### src/rtl/core/quaternion_to_euler_defines.svh
// Assertion macros used by quaternion_to_euler. They expect clk and arst_n in scope.
`ifndef QUATERNION_TO_EULER_DEFINES_SVH
`define QUATERNION_TO_EULER_DEFINES_SVH
`ifndef SYNTHESIS
`define QTE_ASSERT(lbl, pre, post) \
	lbl: assert property (@(posedge clk) disable iff (!arst_n) (pre) |-> (post)) \
	else $error("quaternion_to_euler: same-cycle check failed");
`define QTE_ASSERT_NEXT(lbl, pre, post) \
	lbl: assert property (@(posedge clk) disable iff (!arst_n) (pre) |=> (post)) \
	else $error("quaternion_to_euler: next-cycle check failed");
`else
`define QTE_ASSERT(lbl, pre, post)
`define QTE_ASSERT_NEXT(lbl, pre, post)
`endif
`endif

### src/rtl/core/qte_pkg.sv
package qte_pkg;

	localparam int QW        = 16;
	localparam int PROD_W    = 32;
	localparam int SUM_W     = 35;
	localparam int S_W       = 32;
	localparam int WORK_BITS = 30;
	localparam int SQ_W      = 62;
	localparam int ROOT_W    = WORK_BITS + 1;
	localparam int NSTEP     = WORK_BITS + 1;
	localparam int CX_W      = 37;
	localparam int ACC_W     = 25;
	localparam int ANG_W     = 16;
	localparam int PITCH_W   = 15;
	localparam int ANG_LIM   = 23040;
	localparam int PITCH_LIM = 11520;

	localparam logic signed [ACC_W-1:0] QUARTER    = ACC_W'(90 * 32768);
	localparam logic signed [ACC_W-1:0] ROUND_HALF = ACC_W'(128);
	localparam logic signed [S_W-1:0]   WONE       = S_W'(64'sd1 <<< WORK_BITS);

	typedef struct packed {
		logic signed [SUM_W-1:0] rn;
		logic signed [SUM_W-1:0] rd;
		logic signed [SUM_W-1:0] yn;
		logic signed [SUM_W-1:0] yd;
		logic signed [S_W-1:0]   s;
		logic                    flag;
	} qte_side_t;

	// atan(2^-i) in 2^-15 degree units.
	function automatic logic signed [ACC_W-1:0] atan_entry(input int i);
		logic signed [ACC_W-1:0] r;
		case (i)
			0: r = ACC_W'(1474560);
			1: r = ACC_W'(870484);
			2: r = ACC_W'(459940);
			3: r = ACC_W'(233473);
			4: r = ACC_W'(117189);
			5: r = ACC_W'(58652);
			6: r = ACC_W'(29333);
			7: r = ACC_W'(14667);
			8: r = ACC_W'(7334);
			9: r = ACC_W'(3667);
			10: r = ACC_W'(1833);
			11: r = ACC_W'(917);
			12: r = ACC_W'(458);
			13: r = ACC_W'(229);
			14: r = ACC_W'(115);
			15: r = ACC_W'(57);
			16: r = ACC_W'(29);
			17: r = ACC_W'(14);
			18: r = ACC_W'(7);
			19: r = ACC_W'(4);
			20: r = ACC_W'(2);
			21: r = ACC_W'(1);
			default: r = '0;
		endcase
		return r;
	endfunction

endpackage

### src/rtl/core/qte_isqrt.sv
module qte_isqrt import qte_pkg::*; #(
	parameter int SIDE_W = 8
) (
	input  logic              clk,
	input  logic              arst_n,
	input  logic              en,
	input  logic              v_in,
	input  logic [SQ_W-1:0]   n_in,
	input  logic [SIDE_W-1:0] side_in,
	output logic              v_out,
	output logic [ROOT_W-1:0] root_out,
	output logic [SIDE_W-1:0] side_out
);

	// One result bit per stage, from the top bit pair down.
	logic              v_s [0:NSTEP-1];
	logic [SQ_W-1:0]   n_s [0:NSTEP-1];
	logic [SQ_W-1:0]   r_s [0:NSTEP-1];
	logic [SIDE_W-1:0] d_s [0:NSTEP-1];

	for (genvar k = 0; k < NSTEP; k++) begin : g_step
		localparam logic [SQ_W-1:0] BIT = SQ_W'(1) << (2 * (WORK_BITS - k));
		logic              vi;
		logic [SQ_W-1:0]   ni, ri, trial;
		logic [SIDE_W-1:0] di;

		if (k == 0) begin : g_first
			assign vi = v_in;
			assign ni = n_in;
			assign ri = '0;
			assign di = side_in;
		end else begin : g_next
			assign vi = v_s[k-1];
			assign ni = n_s[k-1];
			assign ri = r_s[k-1];
			assign di = d_s[k-1];
		end

		assign trial = ri + BIT;

		always_ff @(posedge clk or negedge arst_n) begin
			if (!arst_n) begin
				v_s[k] <= 1'b0;
			end else if (en) begin
				v_s[k] <= vi;
			end
		end

		always_ff @(posedge clk) begin
			if (en) begin
				d_s[k] <= di;
				if (ni >= trial) begin
					n_s[k] <= ni - trial;
					r_s[k] <= (ri >> 1) + BIT;
				end else begin
					n_s[k] <= ni;
					r_s[k] <= ri >> 1;
				end
			end
		end
	end

	assign v_out    = v_s[NSTEP-1];
	assign root_out = r_s[NSTEP-1][ROOT_W-1:0];
	assign side_out = d_s[NSTEP-1];

endmodule

### config.mk
export PLATFORM = sky130hd
export DESIGN_NAME = qte_isqrt
export DESIGN_NICKNAME = d
export VERILOG_FILES = /design/src/rtl/core/quaternion_to_euler_defines.svh /design/src/rtl/core/qte_pkg.sv /design/src/rtl/core/qte_isqrt.sv
export SDC_FILE = /design/constraint.sdc
export NUM_CORES = 2
export LEC_CHECK = 0
export BUFFER_PORTS_ARGS = -buffer_cell sky130_fd_sc_hd__buf_2
export CAP_MARGIN = 0
export CORE_MARGIN = 4
export CORE_UTILIZATION = 61
export DETAILED_ROUTE_END_ITERATION = 7
export PLACE_DENSITY = 0.77
export RECOVER_POWER = 100
export SYNTH_ARGS = -nofsm -noshare
export SYNTH_HDL_FRONTEND = slang
export SYNTH_SLANG_ARGS = --single-unit
### constraint.sdc
create_clock -name clk -period 3.9 [get_ports clk]
set_input_delay 0.78 -clock clk [delete_from_list [all_inputs] [get_ports clk]]
set_output_delay 0.78 -clock clk [all_outputs]
set_load 0.03 [all_outputs]
# After elaboration in Yosys (flattened, before gate mapping)
# Memory sizes are Yosys's and may differ from the RTL's.
# Index checks and enable logic that the tools add are counted.
# word_totals
regBits	31
ram_bits	4092
output_inout_bits	40
n_memories	3
# classes
n_addsub	91
n_lt_le_gt_ge	31
n_mux	250
bitwise_logic	62
# memory_table
memory	depth	word_bits	read_ports	rd_ports_with_merged_regs	wr	line	rtl
n_s	31	62	30	0	31	qte_isqrt.sv:17	logic [SQ_W-1:0] n_s [0:NSTEP-1];
r_s	31	62	31	0	31	qte_isqrt.sv:18	logic [SQ_W-1:0] r_s [0:NSTEP-1];
d_s	31	8	31	0	31	qte_isqrt.sv:19	logic [SIDE_W-1:0] d_s [0:NSTEP-1];
# op_table
operator	count
62-bit two-way mux	62
62-bit >= comparator	30
62-bit subtractor	30
1-bit two-way mux	188
61-bit by 1-bit adder with 62-bit output (second input constant)	1
61-bit by 11-bit adder with 62-bit output (second input constant)	1
61-bit by 13-bit adder with 62-bit output (second input constant)	1
61-bit by 15-bit adder with 62-bit output (second input constant)	1
61-bit by 17-bit adder with 62-bit output (second input constant)	1
61-bit by 19-bit adder with 62-bit output (second input constant)	1
61-bit by 21-bit adder with 62-bit output (second input constant)	1
61-bit by 23-bit adder with 62-bit output (second input constant)	1
61-bit by 25-bit adder with 62-bit output (second input constant)	1
61-bit by 27-bit adder with 62-bit output (second input constant)	1
61-bit by 29-bit adder with 62-bit output (second input constant)	1
61-bit by 3-bit adder with 62-bit output (second input constant)	1
61-bit by 31-bit adder with 62-bit output (second input constant)	1
61-bit by 33-bit adder with 62-bit output (second input constant)	1
61-bit by 35-bit adder with 62-bit output (second input constant)	1
61-bit by 37-bit adder with 62-bit output (second input constant)	1
61-bit by 39-bit adder with 62-bit output (second input constant)	1
61-bit by 41-bit adder with 62-bit output (second input constant)	1
61-bit by 43-bit adder with 62-bit output (second input constant)	1
61-bit by 45-bit adder with 62-bit output (second input constant)	1
other kinds (43)	104

# Depth between registers and ports, before layout
# An unclocked memory read counts as a cell.
# logic_depth
depth_word	7
mapped_depth	16

# Worst setup path before layout
# Ideal clock, no wire load.
# synth_timing
path_kind	input port to flip-flop
from	input port en
to	memory n_s[29][0], in the netlist n_s[1][806], enable pin
t_arrival_ns	4.076
slack_ns	-0.659
path_stages	4
path_buffers	4
cell_sequence	clkbuf_1 clkbuf_1 clkbuf_1 clkbuf_1
# synth_lines
item	line	rtl
from (decl)	qte_isqrt.sv:6	input logic en,
to (decl)	qte_isqrt.sv:17	

==> impl_metrics.py <==
metrics = {
    "floorplanning": {
        "pin_count": 114,
        "num_rows": 164,
        "coreArea_um2": 199000,
        "fp.dieArea_um2": 208000,
        "initial_utilization": 0.613,
        "die_w_um": 456,
        "die_h_um": 456,
    },
    "global_routing": {
        "grt_overflow": 0,
        "antenna_found_initial": 10,
        "grt_max_degree": 202,
        "grt_usage": 0.275,
        "grt_pass1_wl_um": 447000,
        "grt_pass1_vias": 76600,
    },
    "logic_synthesis": {
        "yosysMostFrequentCell": "edfxtp_1",
        "syn_avg_cell_area_um2": 12.9,
        "yosysTopAreaCell": "edfxtp_1",
        "yosys_warnings": 0,
        "syn_area_um2": 122000,
        "netlist-cell-type-count": 98,
        "netlist_instances": 9479,
        "synth-edff-count": 2604,
        "synth-async-reset-ratio": 0.0118,
        "netlist_top_cells_count": "edfxtp_1 (2604), nand2_1 (714), inv_1 (666), nor2_1 (592), ha_1 (525)",
        "netlist.area_leader.share": 0.640,
        "ys_seq_area_frac": 0.646,
        "synth_ff_type": "edfxtp_1",
        "ys_ff_latch": 2635,
        "synth.area.top_cells": "edfxtp_1 (64%), ha_1 (5.4%), xnor2_1 (3.0%)",
        "synth.net_count": 10100,
    },
    "drt": {
        "routed-wl-met3_um": 21600,
        "first_pass_iters": 8,
        "wl_per_cell_um": 22.8,
        "dr.max_layer_used": "met4",
        "avgViaCountPerCell": 6.11,
        "ant_nets": 0,
        "dr_wl_met2_um": 142000,
        "drc_errors": 0,
        "wl_met1_um": 120000,
        "wl_um": 293000,
        "vias": 78500,
        "drt_iter0_drc": 9127,
    },
    "run_status": {
        "outcome": "finished, violations left",
        "violations": "capacitance limit, slew limit",
    },
    "setup_path": {
        "critPathLaunchType": "primary input",
        "timing.critical_path.buf_inv": 3,
        "crit_fanout": 31,
        "slowest_delay_ns": 1.28,
        "cpLargestDelayFamily": "buffers and inverters",
        "slowest_stage": "clkbuf_1",
        "path_class": "in2reg",
        "worstPathRequired_ns": 4.54,
        "endpoint_kind": "flop",
        "critPathArrivalTime_ns": 4.45,
        "crit_chain": "buf_12 -> clkbuf_1 -> nand4b_1 -> a41oi_1 -> o2111ai_1 -> clkbuf_2 -> a21oi_1",
    },
    "timing": {
        "period_needed_ns": 3.81,
        "fmax_mhz": 262,
        "setup_ws_ns": 0.0893,
        "finalCritPeriodShare": 0.977,
        "worst_pin_slew_ns": 2.28,
        "setup_viol": 0,
        "slew_headroom": -0.522,
        "rsz0062_at_grt": "true",
        "clock-skew-final_ns": 0.0515,
        "finalHoldViolCount": 0,
        "slew_viol_final": 1312,
        "worst_hold_slack_ns": 0.0911,
    },
    "clocking": {
        "htreeDepth": 5,
        "cts_tree": "yes",
        "clockBufferDepth": 4,
        "cts_sinks": 2635,
        "cts_buffers": 285,
        "insertion_delay_ns": 0.91,
        "clkTransAtPathRegs_ns": 0.06,
        "clockRootBuffer": "clkbuf_16",
    },
    "pwr": {
        "cellLeakagePower_nw": 51.0,
        "ir_worst_vdd_uv": 458,
        "p_per_area_nw_per_um2": 584,
    },
    "cells_and_area": {
        "utilization": 0.686,
        "final.fill_count": 13800,
        "multiInputGateArea_um2": 40200,
        "finalInstanceArea_um2": 137000,
        "area.growth.synth_to_final_pct": 12.0,
        "regArea_um2": 79000,
        "nets": 10600,
        "drive_gt1_frac": 0.0804,
    },
    "placement": {
        "hpwlAfterDp_um": 210000,
        "dp_slack_ns": 0.0105,
        "portBuffers": 113,
        "place_area_um2": 127000,
        "gp_congestion": 0.965,
    },
    "job": {
        "drv_cap": 17,
    },
    "worst_hold_path": {
        "worstHoldPathType": "in2reg",
    },
}
cells by family after synthesis:
| family | after synthesis | synth area share |
|---|---|---|
| fa+ha+maj | 525 | 0.0537 |
| compound gates | 1681 | 0.0853 |
| buf+inv | 875 | 0.0273 |
| flops | 2635 | 0.646 |
| simple gates | 2849 | 0.120 |
| mux | 100 | 0.00912 |
| xor+xnor | 814 | 0.0583 |
power breakdown:
| group | leakage, nW | internal, mW | switching [mW] | total, mW |
|---|---|---|---|---|
| combinational | 21.2 | 6.33 | 9.28 | 15.6 |
| sequential | 25.5 | 35.6 | 2.69 | 38.3 |
| clock | 4.33 | 15.3 | 10.8 | 26.1 |
| total | 51.0 | 57.2 | 22.7 | 80.0 |
placed cells by master, fill, tap and decap left out, types with 89 or more instances in the layout:
master,n
edfxtp_1,2604
nand2_1,714
inv_1,666
nor2_1,590
ha_1,525
o21ai_0,515
a21oi_1,442
xnor2_1,424
xor2_1,390
nor4_1,303
clkbuf_16,292
nor3_1,253
a21o_1,207
clkbuf_1,190
buf_4,179
nand3_1,165
nand4_1,149
nand2b_1,110
or3_1,99
mux2_2,89
repair_timing:
action,in CTS,in global routing
endpoints found under the setup margin,3,48
endpoints found under the hold margin,99,0
hold buffers,69,0
pin swaps,0,5
buffers inserted,0,3
resized for setup,2,31
layer usage:
| layer | GRT usage | vias up |
|---|---|---|
| li1 | - | 36400 |
| met1 | 0.376 | 38200 |
| met2 | 0.459 | 3243 |
| met3 | 0.0391 | 611 |
| met4 | 0.0893 | 0 |
| met5 | 0 | - |
final cells by class:
cell class | count | share of cell area
Sequential cell | 2635 | 0.577
Inverter | 668 | 0.0183
Clock buffer | 345 | 0.0548
Timing Repair Buffer | 433 | 0.0219
Antenna cell | 5 | 0.0000914
Multi-Input combinational cell | 5969 | 0.293
Clock inverter | 144 | 0.0101
Tap cell | 2656 | 0.0243
worst reg2reg max path, cell delays in order (launching register included):
cell and delay (ns):
edfxtp_1 0.44, ha_1 0.41, nand3_1 0.13, or3_1 0.24
nor4_1 0.11, or4b_2 0.64, nor3_1 0.37, a21boi_2 0.44
buf_4 0.23, buf_4 0.19, mux2i_1 0.35
final timing paths:
| check | from | to | slack [ns] | depth (start not counted) |
|---|---|---|---|---|
| worst max-delay path | en | n_s[0][607] | 0.09 | 7 |
| worst min-delay path | v_in | g_step[1].vi | 0.09 | 2 |
| worst max register to register | n_s[0][791] | n_s[0][841] | 0.14 | 10 |
| worst min register to register | d_s[1][50] | d_s[1][58] | 0.40 | 0 |
| max in group asynchronous | arst_n | g_step[22].vi | 2.20 | 2 |
| min in group asynchronous | arst_n | v_out | 0.77 | 2 |
state kept, by name, summed over array words and instances, names as in the netlist:
| name | flops |
|---|---|
| v_out | 1 |
| n_s | 1860 |
| d_s | 248 |
| g_step.vi | 30 |
| r_s | 496 |
through the flow:
stage,power [mW],cells,setup TNS [ns]
6_report,80.0,12900,0
5_1_grt,83.5,12900,-0.00842
4_1_cts,80.0,12800,0
3_3_place_gp,53.6,12300,0
3_5_place_dp,53.9,12300,0
2_1_floorplan,48.6,9479,-187.51
Note: power is estimated with default switching activity, not from simulation.
